--- src/rtl/allocation_tracking_table_core_assert.svh ---
// Assertion macros for the allocation tracking table.
// Used by the top level; expects clk and rst_n in scope.
`ifndef ALLOCATION_TRACKING_TABLE_CORE_ASSERT_SVH
`define ALLOCATION_TRACKING_TABLE_CORE_ASSERT_SVH

// Consequent checked in the same cycle as the antecedent.
`define ATT_ASSERT_NOW(lbl, ante, cons, msg) \
    lbl: assert property (@(posedge clk) disable iff (!rst_n) (ante) |-> (cons)) \
        else $error(msg);

// Consequent checked in the cycle after the antecedent.
`define ATT_ASSERT_NEXT(lbl, ante, cons, msg) \
    lbl: assert property (@(posedge clk) disable iff (!rst_n) (ante) |=> (cons)) \
        else $error(msg);

`endif

--- src/rtl/att_pkg.sv ---
// Shared constants, codes and controller/datapath interface types
// for the allocation tracking table. No dependencies.
package att_pkg;

    localparam int TABLE_ENTRIES = 1024;
    localparam int IDX_W   = (TABLE_ENTRIES > 1) ? $clog2(TABLE_ENTRIES) : 1;
    localparam int CNT_W   = $clog2(TABLE_ENTRIES + 1);
    localparam logic [IDX_W-1:0] LAST_IDX = IDX_W'(TABLE_ENTRIES - 1);

    localparam int ADDR_W   = 48;
    localparam int SIZE_W   = 40;
    localparam int STATUS_W = 3;
    localparam int SLOT_W   = 10;
    localparam int COUNT_W  = 11;
    localparam int TOT_W    = 64;

    localparam logic OP_ALLOC = 1'b0;
    localparam logic OP_FREE  = 1'b1;

    typedef enum logic [STATUS_W-1:0] {
        ST_STORED    = 3'd0,
        ST_FREED     = 3'd1,
        ST_FULL      = 3'd2,
        ST_UNTRACKED = 3'd3,
        ST_IGNORED   = 3'd4
    } status_t;

    typedef enum logic [2:0] {
        S_CLEAR = 3'b001,
        S_IDLE  = 3'b010,
        S_SCAN  = 3'b100
    } state_t;

    typedef struct packed {
        logic clear_step;
        logic capture;
        logic load_ignore;
        logic scan_en;
        logic commit_hit;
        logic commit_miss;
    } cmd_t;

    typedef struct packed {
        logic clear_last;
        logic ignore;
        logic hit;
        logic last;
    } stat_t;

endpackage

--- src/rtl/att_ctrl.sv ---
// Controller state machine for the allocation tracking table.
// Depends on att_pkg; drives the datapath through cmd_t, reads stat_t.
module att_ctrl (
    input  logic          clk,
    input  logic          rst_n,
    input  logic          start,
    input  att_pkg::stat_t stat,
    output att_pkg::cmd_t  cmd,
    output logic          busy
);
    import att_pkg::*;

    state_t state_reg, state_next;

    always_ff @(posedge clk or negedge rst_n)
    begin
        if (!rst_n)
        begin
            state_reg <= S_CLEAR;
        end
        else
        begin
            state_reg <= state_next;
        end
    end

    always_comb
    begin
        cmd        = '0;
        state_next = state_reg;
        unique case (state_reg)
            S_CLEAR:
            begin
                cmd.clear_step = 1'b1;
                if (stat.clear_last)
                begin
                    state_next = S_IDLE;
                end
            end
            S_IDLE:
            begin
                if (start)
                begin
                    if (stat.ignore)
                    begin
                        cmd.load_ignore = 1'b1;
                    end
                    else
                    begin
                        cmd.capture = 1'b1;
                        state_next  = S_SCAN;
                    end
                end
            end
            S_SCAN:
            begin
                cmd.scan_en = 1'b1;
                // a hit on the final slot wins over the miss
                if (stat.hit)
                begin
                    cmd.commit_hit = 1'b1;
                    state_next     = S_IDLE;
                end
                else if (stat.last)
                begin
                    cmd.commit_miss = 1'b1;
                    state_next      = S_IDLE;
                end
            end
            default:
            begin
                state_next = S_CLEAR;
            end
        endcase
    end

    assign busy = (state_reg != S_IDLE);

endmodule

--- config.mk ---
export PLATFORM = sky130hd
export DESIGN_NAME = att_ctrl
export DESIGN_NICKNAME = d
export VERILOG_FILES = /design/src/rtl/allocation_tracking_table_core_assert.svh /design/src/rtl/att_pkg.sv /design/src/rtl/att_ctrl.sv
export SDC_FILE = /design/constraint.sdc
export NUM_CORES = 1
export LEC_CHECK = 0
export BUFFER_PORTS_ARGS = -buffer_cell sky130_fd_sc_hd__buf_2
export CAP_MARGIN = 0
export CELL_PAD_IN_SITES_DETAIL_PLACEMENT = 1
export CELL_PAD_IN_SITES_GLOBAL_PLACEMENT = 2
export CORE_AREA = 2 2 39 41
export DETAILED_ROUTE_END_ITERATION = 8
export DIE_AREA = 0 0 41 43
export PLACE_DENSITY_LB_ADDON = 0.2
export SYNTH_ARGS = -nofsm -noshare
export SYNTH_HDL_FRONTEND = slang
export SYNTH_SLANG_ARGS = --single-unit
--- constraint.sdc ---
create_clock -name clk -period 3.4 [get_ports clk]
set_clock_uncertainty 0.05 [all_clocks]
set_input_delay 0.17 -clock clk [delete_from_list [all_inputs] [get_ports clk]]
set_output_delay 0.17 -clock clk [all_outputs]
set_load 0.02 [all_outputs]
==> summary.md, run 1 <==
| Metric | Value |
|---|---|
| Status | finished clean |
| I/O pins | 14 |
| Final core utilization | 0.241 |
| Final period utilization | 0.477 |
| Dpl cells | 53 |
| Vias in the first global route | 219 |
| Drt first pass iters | 4 |
| Placed Area | 297 µm² |
| CP startpoint kind | flip-flop |
| TritonCTS clock tree | done |
| Logic pwr share | 0.394 |
| Post-synthesis cell area | 211 µm² |
| Avg WL per Cell | 9.78 µm |
| WP data arrival | around 1400 ps |
| Setup WS pre-CTS | 2020 ps |
| Via count | 227 |
| Largest register FFs | 3 |
| Pin count of the biggest net entering global routing | 6 |
| Overflow after GRT | 0 |
| Min-delay worst type | in2reg |
| Worst Hold Slack | 39.8 ps |
| Post-DP HPWL | 467 µm |
| Die H | ~43 µm |
| CP required | 3180 ps |
| Post-synth net total | 31 |
| GPL Wtd Cong | 0.622 |
| R2r setup slk | 2240 ps |
| Nets@finish | 50 |
| Resized cells post-CTS | 0 |
| Vias/cell | 3.91 |
| Synthesized flop and latch total | 3 |
| Overall Global Routing Usage | 0.0803 |
| # Max-Cap Violations | 0 |
| Worst-margin pin slew | 306 ps |
| Crit. Startpoint | state_reg[1] |
| Netlist cell types | 17 |
| Starting Density | 0.153 |
| Final Instance Area | 333 µm² |
| RSZ-0062 raised after global routing | no |
| Die W | 41 µm |
| Num Clock Sinks | 3 |
| Critical R2R Capture | state_reg[2] |
| Setup TNS | 0 ps |
| CP Max Fanout | 4 |
| Clk slew on worst S/H paths | 40 ps |
| Crit path to | cmd[0] |
| Mapped Avg Cell Area | around 8.8 µm² |
| Critical path class | reg2out |
| Post-DRT Antenna Nets | 0 |
| Yosys warns | 0 |
| Seq pwr share | 0.307 |
| Share of layout cells above drive strength 1 | 0.500 |
| Port Buffer Count | 13 |
| First-pass GRT wire length | about 930 µm |
| H-tree levels | 1 |
| DRC | 0 |
| Sequential share of the synthesized area | 0.361 |
| Clock Path Buffers | 2 |
| Final Max Slew Viols | 0 |
| Net Sw Frac | 0.379 |
| Full die area | approximately 1800 µm² |
| Row cnt | 14 |
| Tmin final | 1620 ps |
| Clk root buf | clkbuf_4 |
| Slew headroom | 0.795 |
| Final hold violation count | 0 |
| Clk pwr share | 0.300 |
| Non-filler instance count after layout | 58 |
| CTS Buf Count | 3 |
| Worst r2r src | state_reg[1] |
| Internal power | about 130 µW |
| Power Density | 647 nW/µm² |
| Synth Instances | 24 |
| Post-CTS Setup Bufs | 0 |
| R2R cell count | 3 |
| Pwr Total | 215 µW |
| Final wirelength | 567 µm |
| Final worst setup slack | 1780 ps |
| Core area | 1380 µm² |
| Diode count | 0 |
| Setup violators final | 0 |
| Area growth syn-to-layout | 57.4% |
| Setup crit end kind | primary output |
| Switching pwr | 81.5 µW |
| Max Clk Rate | 617 MHz |
| VDD IR-drop max | about 0.00012 V |
| Initial antenna violation count | 0 |
| Clk Latency, worst-skew pair | 240 ps |
| DR iter-0 viols | 3 |
| Leakage Power | 0.171 nW |
==> routing by layer <==
metal / up-vias / track usage / routed length (µm) / share of wire
met5: - / 0 / 0 / 0
li1: 117 / - / - / -
met3: 2 / 0 / 34 / 0.060
met2: 10 / 0.113 / 283 / 0.50
met1: 98 / 0.103 / 229 / 0.40
met4: 0 / 0.0800 / 20 / 0.035
==> cells in the final DEF, fill, tap and decap left out <==
cell type / netlist / final
nor2b_1: 1 / 1
o22ai_1: 1 / 1
nor3_2: 1 / 1
or3_4: 1 / 1
a21oi_1: 2 / 2
nor3b_1: 1 / 1
clkbuf_4: 0 / 3
nand2_1: 1 / 1
clkbuf_1: 0 / 1
buf_2: 0 / 13
and3_1: 1 / 1
dlygate4sd3_1: 0 / 1
and2_1: 1 / 1
dfstp_2: 1 / 1
nand2b_1: 1 / 1
inv_1: 3 / 3
dfrtp_1: 2 / 2
o22ai_2: 1 / 1
nand2b_4: 1 / 1
a22o_1: 1 / 1
nor2_1: 4 / 4
==> synth_stat cells <==
master,instances,area share
nand2_1,1,0.018
nand2b_4,1,0.065
and2_1,1,0.030
o22ai_1,1,0.030
nor3b_1,1,0.036
or3_4,1,0.053
o22ai_2,1,0.059
nor2b_1,1,0.030
inv_1,3,0.053
nand2b_1,1,0.030
dfstp_2,1,0.12
nor3_2,1,0.047
and3_1,1,0.030
a21oi_1,2,0.047
a22o_1,1,0.041
nor2_1,4,0.071
dfrtp_1,2,0.24
==> area by class of cell <==
class	count	area [µm²]
Timing Repair Buffer	14	75.1
Clock buffer	4	26.3
Fill cell	174	1050
Tap cell	16	20.0
Sequential cell	3	76.3
Multi-Input combinational cell	18	124
Inverter	3	11.3
==> worst min path at each step <==
stage	cells after the start	startpoint	endpoint	slack, ps
floorplan	0	rst_n	state_reg[1]	-180
global placement	1	rst_n	state_reg[1]	-80
detailed placement	1	rst_n	state_reg[2]	-80
CTS	2	stat[3]	state_reg[0]	40
global route	2	stat[3]	state_reg[0]	60
finish	2	stat[3]	state_reg[0]	40
==> power by group through the flow <==
stage | Combinational, mW | Sequential (mW) | Clock, mW
2_1_floorplan | 0.0616 | 0.0626 | 0
3_3_place_gp | 0.0849 | 0.0678 | 0
3_5_place_dp | 0.0855 | 0.0668 | 0
4_1_cts | 0.0867 | 0.0665 | 0.0663
5_1_grt | 0.0979 | 0.0691 | 0.0699
6_report | 0.0847 | 0.0660 | 0.0645
==> cells by family (layout without fill, tap and decap cells) <==
group / after synthesis / count (layout) / synth area share
AO/OA/AOI/OAI: 5 / 5 / 0.178
buffers and inverters: 3 / 21 / 0.0533
flip-flops: 3 / 3 / 0.361
AND/OR/NAND/NOR: 13 / 13 / 0.408
==> critical path, stage by stage, from the launching register on <==
cell and delay (ps):
dfrtp_1 400, nand2b_4 170, or3_4 340, nor2_1 90, buf_2 160
==> timing repair <==
action	CTS	global route
hold buffers	1	0
endpoints found under the hold margin	3	0
setup endpoints to repair	0	0
No activity file was read; power rests on OpenSTA's default activity.
==> run 2, diff against run 1 <==
- ABC_AREA: unset -> 1
- CORE_AREA: 2 2 39 41 -> unset
- CORE_UTILIZATION: unset -> 16
- DIE_AREA: 0 0 41 43 -> unset
- clock period: 3.4 -> 1.7 ns (I/O delays scaled with it)
==> summary.md, run 2 <==
| Metric | Value |
|---|---|
| Leakage Power | 0.210 nW (+23%) |
| Vias in the first global route | 269 (+23%) |
| Post-synthesis cell area | 220 µm² (+4.1%) |
| Adder-cell share of the synthesized area | 0 (unchanged) |
| CP required | 1560 ps (-1620 ps) |
| Post-synth net total | 43 (+39%) |
| Initial antenna violation count | 0 (unchanged) |
| Hold_buf cts | 1 (unchanged) |
| Fraction of synthesized cell area in xor and xnor cells | 0 (unchanged) |
| Min-delay worst type | in2reg |
| Async SR Flop Fraction | 1.00 (unchanged) |
| Vias/cell | 3.99 (+1.8%) |
| Slew headroom | 0.845 (+0.0494) |
| Post-DRT Antenna Nets | 0 (unchanged) |
| Synth Instances | 36 (+50%) |
| Final hold violation count | 0 (unchanged) |
| Starting Density | 0.171 (+0.0186) |
| Placed Area | 304 µm² (+2.5%) |
| RSZ-0062 raised after global routing | no |
| CP Max Fanout | 5 (+1) |
| Row cnt | 13 (-1) |
| Post-CTS Setup Bufs | 0 (unchanged) |
| Sequential share of the synthesized area | 0.347 (-0.0144) |
| Setup TNS | 0 ps (unchanged) |
| Core area | 1280 µm² (-7.1%) |
| Netlist cell types | 11 (-6) |
| # Max-Cap Violations | 0 (unchanged) |
| DR iter-0 viols | 0 (-3) |
| Clk root buf | clkbuf_4 |
| Seq pwr share | 0.292 (-0.015) |
| DRC | 0 (unchanged) |
| Clock Path Buffers | 2 (unchanged) |
| Top cells by area, synth | dfrtp_1 23%, nand2_1 14%, dfstp_2 12% |
| Share of layout cells above drive strength 1 | 0.370 (-0.130) |
| Mapped Avg Cell Area | 6.12 µm² (-31%) |
| Full die area | 1530 µm² (-13%) |
| Setup crit end kind | primary output |
| Internal power | 275 µW (+110%) |
| Area growth syn-to-layout | 54.5% |
| Status | finished clean |
| Final wirelength | 649 µm (+14%) |
| Via count | 275 (+21%) |
| Clk pwr share | 0.253 (-0.047) |
| Final Instance Area | 340 µm² (+2.3%) |
| Nets@finish | 62 (+24%) |
| Clk slew on worst S/H paths | 40 ps (about the same) |
| Diode count | 0 (unchanged) |
| CP startpoint kind | flip-flop |
| Most frequent cells in the layout | 13 x buf_2, 8 x nand2_1, 7 x nor2_1, 6 x inv_1 |
| Synth top cells by count | 8 x nand2_1, 7 x nor2_1, 6 x inv_1 |
| Overflow after GRT | 0 (unchanged) |
| Max Clk Rate | 705 MHz |
| Final period utilization | 0.835 |
| Mux cell area share after synthesis | 0 (unchanged) |
| Num Clock Sinks | 3 (unchanged) |
| Setup violators final | 0 (unchanged) |
| Simple-Gate Fraction of Synth Area | 0.432 (+0.0235) |
| Top-count cell post-synth | nand2_1 |
| Port Buffer Count | 13 (unchanged) |
| Avg WL per Cell | 9.41 µm (-3.8%) |
| Logic pwr share | 0.455 (+0.061) |
| Largest register FFs | 3 (unchanged) |
| H-tree levels | 1 (unchanged) |
| Most common cell after layout, fill and taps aside | buf_2 |
| Die H | 39.1 µm (-9.1%) |
| Net Sw Frac | 0.446 (+0.0670) |
| Worst-margin pin slew | 232 ps (-74.7 ps) |
| Post-synth EDFFs | 0 (unchanged) |
| Die W | 39.1 µm (-4.6%) |
| Prevailing post-synth register cell | dfrtp_1 |
| Switching pwr | 221 µW (+170%) |
| Dpl cells | 64 (+21%) |
| VDD IR-drop max | 0.000317 V (+170%) |
| Non-filler instance count after layout | 69 (+19%) |
| First-pass GRT wire length | 1.01 mm (+8.2%) |
| WP data arrival | 1280 ps (-120 ps) |
| Yosys warns | 0 (unchanged) |
| Pin count of the biggest net entering global routing | 6 (unchanged) |
| Overall Global Routing Usage | 0.0956 (+0.0153) |
| Synthesized flop and latch total | 3 (unchanged) |
| Clk Latency, worst-skew pair | 230 ps (about the same) |
| Synth area leader | dfrtp_1 |
| CTS Buf Count | 3 (unchanged) |
| Drt first pass iters | 1 (-3) |
| Power Density | 1460 nW/µm² (+130%) |
| GPL Wtd Cong | 0.725 (+17%) |
| Critical path class | reg2out |
| Tmin final | 1420 ps |
| Final Max Slew Viols | 0 (unchanged) |
| Post-synth top area share | 0.227 (-0.00941) |
| Largest family of logic cells by synthesized area | simple AND/OR/NAND/NOR gates |
| Worst Hold Slack | 29.6 ps (-10.2 ps) |
| I/O pins | 14 (unchanged) |
| Resized cells post-CTS | 0 (unchanged) |
| Synth Area in Compound Gates | 0.0682 (-0.109) |
| TritonCTS clock tree | done |
run 2: cell types whose count changed in the layout (fill, tap and decap cells not counted), moves of 3 or more:
cell and change:
nand2_1 +7, o21ai_1 +3, nand4_1 +3, inv_1 +3, nor2_1 +3
run 2: area by class of cell:
cell class                 instances  area [µm²]
inverter                           9        33.8
fill                             188         945
sequential                         3        76.3
multi-input combinational         24         110
clock buffer                       4        26.3
tap                               15        18.8
timing repair buffer              14        75.1
run 2: per-layer routing:
metal,track usage,routed length (µm),part of all wire,vias up
met5,0,0,0,-
met4,0.0517,0,0,0
met3,0,25,0.039,0
met2,0.179,333,0.51,9
met1,0.108,290,0.45,119
li1,-,-,-,147
run 2: power by group through the flow:
stage          logic [mW]  clock network [mW]  registers, mW
3_3_place_gp        0.223                   0          0.147
2_1_floorplan       0.164                   0          0.137
3_5_place_dp        0.230                   0          0.147
6_report            0.226               0.126          0.145
4_1_cts             0.232               0.131          0.147
5_1_grt             0.256               0.135          0.150
run 2: per-stage QoR:
step	power [mW]	setup slack (ps)	util
finish	0.496	281	0.265
global route	0.541	123	0.265
CTS	0.510	222	0.265
detailed placement	0.377	479	0.237
global placement	0.370	534	0.237
floorplan	0.300	589	-
run 2: worst max-delay path, stage by stage (launching register included):
cell and delay [ps]:
dfrtp_1 420, inv_2 70, nor3_2 190, nand2_1 110
nor2_1 90, buf_2 160
run 2: final timing paths:
path / startpoint / endpoint / slack, ps / depth (start not counted)
setup / recovery: state_reg[1] / cmd[4] / 280 / 5
hold / removal: stat[2] / state_reg[2] / 30 / 2
setup reg to reg: state_reg[0] / state_reg[1] / 530 / 5
hold reg to reg: state_reg[0] / state_reg[0] / 520 / 2
max in group asynchronous: rst_n / state_reg[0] / 1280 / 2
min in group asynchronous: rst_n / state_reg[1] / 130 / 2
run 2: cells by family (layout without fill, tap and decap cells):
kind of cell | count (synthesis) | after routing
and+or+nand+nor | 21 | 21
buffers and inverters | 9 | 27
AOI/OAI and AO/OA | 3 | 3
DFF | 3 | 3
==> run 3, diff against run 2 <==
- ABC_AREA: 1 -> 0
- CORE_AREA: unset -> 2 2 39 41
- CORE_UTILIZATION: 16 -> unset
- DIE_AREA: unset -> 0 0 41 43
- clock period: 1.7 -> 1.4 ns (I/O delays scaled with it)
==> summary.md, run 3 (synthesis gave the netlist of run 1 again) <==
| Metric | Value |
|---|---|
| Slew headroom | 0.869 (+0.0244) |
| Port Buffer Count | 13 (unchanged) |
| Avg WL per Cell | 11.2 µm (+19%) |
| VDD IR-drop max | 0.000408 V (+29%) |
| Via count | 273 (-0.73%) |
| Met2 wire len | 411 µm (+23%) |
| I/O pins | 14 (unchanged) |
| Clk Latency, worst-skew pair | 240 ps (about the same) |
| Share of layout cells above drive strength 1 | 0.720 (+0.350) |
| Area growth syn-to-layout | 120% |
| Setup WS pre-CTS | 73.9 ps (-405 ps) |
| TritonCTS clock tree | done |
| WL met3 | 40 µm (+60%) |
| R2r setup slk | 110 ps (-420 ps) |
| First-pass GRT wire length | 1.19 mm (+18%) |
| Violated checks | hold timing, setup timing |
| Final Max Slew Viols | 0 (unchanged) |
| Largest register FFs | 3 (unchanged) |
| Final period utilization | 1.03 |
| WP data arrival | 1320 ps (+40 ps) |
| Worst r2r src | state_reg[0] |
| Placed Area | 297 µm² (-2.5%) |
| CP Max Fanout | 2 (-3) |
| Clock Path Buffers | 2 (unchanged) |
| CTS Buf Count | 3 (unchanged) |
| Initial antenna violation count | 0 (unchanged) |
| RSZ-0062 raised after global routing | yes |
| Diode count | 0 (unchanged) |
| R2R cell count | 4 (-1) |
| Overall Global Routing Usage | 0.101 (+0.00583) |
| Die H | 43 µm (+10%) |
| Final core utilization | 0.335 (+0.0706) |
| Critical R2R Capture | state_reg[1] |
| Die W | 41 µm (+4.9%) |
| Status | finished, violations left |
| Setup violators final | 2 (+2) |
| Min-delay worst type | in2reg |
| Worst-margin pin slew | 196 ps (-35.5 ps) |
| Top Metal Used | met4 |
| Crit. Startpoint | state_reg[1] |
| Vias in the first global route | 286 (+6.3%) |
| Clk root buf | clkbuf_4 |
| Core area | 1380 µm² (+7.7%) |
| Vias/cell | 4.14 (+3.8%) |
| Nets@finish | 58 (-6.5%) |
| GPL Wtd Cong | 0.673 (-7.3%) |
| Power Density | 1570 nW/µm² (+7.9%) |
| M1 WL | 267 µm (-7.9%) |
| Row cnt | 14 (+1) |
| DR iter-0 viols | 2 (+2) |
| Starting Density | 0.153 (-0.0186) |
| Post-DRT Antenna Nets | 0 (unchanged) |
| H-tree levels | 1 (unchanged) |
| Setup TNS | -38.1 ps (-38.1 ps) |
| Setup crit end kind | primary output |
| DRC | 0 (unchanged) |
| Leakage Power | 0.215 nW (+2.6%) |
| Tmin final | ~1400 ps |
| Clk slew on worst S/H paths | 40 ps (about the same) |
| Full die area | 1760 µm² (+15%) |
| Num Clock Sinks | 3 (unchanged) |
| Crit path to | cmd[0] |
| Pin count of the biggest net entering global routing | 6 (unchanged) |
| CP startpoint kind | flip-flop |
| Worst Hold Slack | -5.36 ps (-34.9 ps) |
| Drt first pass iters | 2 (+1) |
| Max Clk Rate | 696 MHz |
| # Max-Cap Violations | 0 (unchanged) |
| Most frequent cells in the layout | 8 x buf_2, 8 x buf_4, 4 x buf_6, 3 x clkbuf_4 |
| Final wirelength | 738 µm (+14%) |
| Critical path class | reg2out |
| CP required | 1280 ps (-280 ps) |
| Final worst setup slack | -37.4 ps (-318 ps) |
| Final hold violation count | 1 (+1) |
| Overflow after GRT | 0 (unchanged) |
| Final Instance Area | 464 µm² (+36%) |
## run 3: changes by cell type in the layout (fill, tap and decap cells not counted), moves of 2 or more
cell / before / now
nor2_1: 7 / 1
inv_1: 6 / 2
buf_2: 13 / 8
nand2_1: 8 / 0
nor2_4: 0 / 2
o21ai_1: 3 / 0
nand4_1: 3 / 0
nand3_1: 2 / 0
buf_6: 0 / 4
buf_4: 0 / 8
a21oi_1: 0 / 2
## run 3: layer usage
layer  vias to the layer above  track usage
met5                         -            0
met4                         0       0.0800
met3                         2       0.0262
met2                        10        0.163
met1                       127        0.103
li1                        134            -
## run 3: cell type report
type,count,area (µm²)
clock buffers,4,26.3
fillers,174,920
inverters,3,11.3
multi-input cells,18,164
flip-flops and latches,3,77.6
well taps,16,20.0
repair buffers,22,165
## run 3: worst min-delay path by stage
stage / startpoint / to / slack (ps) / depth (start not counted)
6_report: stat[0] / state_reg[2] / -5 / 2
5_1_grt: stat[0] / state_reg[2] / 4 / 2
4_1_cts: stat[0] / state_reg[2] / 0.6 / 2
3_5_place_dp: rst_n / state_reg[2] / -180 / 1
3_3_place_gp: rst_n / state_reg[1] / -190 / 1
2_1_floorplan: rst_n / state_reg[1] / -280 / 0
## run 3: critical path, stage by stage, from the launching register on
cell and delay (ps):
dfrtp_1 380, nand2b_4 150, or3_4 350, nor2_4 90
buf_6 120
## run 3: report_power, final
group          switching [mW]  internal (mW)  total, mW
clock network          0.0477          0.107      0.155
logic                   0.172          0.229      0.401
registers              0.0479          0.126      0.174
total                   0.268          0.462      0.730
## run 3: per-stage QoR
step / hold slack [ps] / power [mW] / std cells
2_1_floorplan: -276 / 0.302 / 24
3_3_place_gp: -186 / 0.368 / 53
3_5_place_dp: -179 / 0.377 / 53
5_1_grt: 4.06 / 0.784 / 66
6_report: -5.36 / 0.730 / 66
4_1_cts: 0.647 / 0.598 / 63
## run 3: timing repair
action,CTS,global route
setup buffers,4,3
endpoints found under the setup margin,4,5
resized for setup,4,17
endpoints found under the hold margin,4,0
hold buffers,2,0
pin swaps,2,3
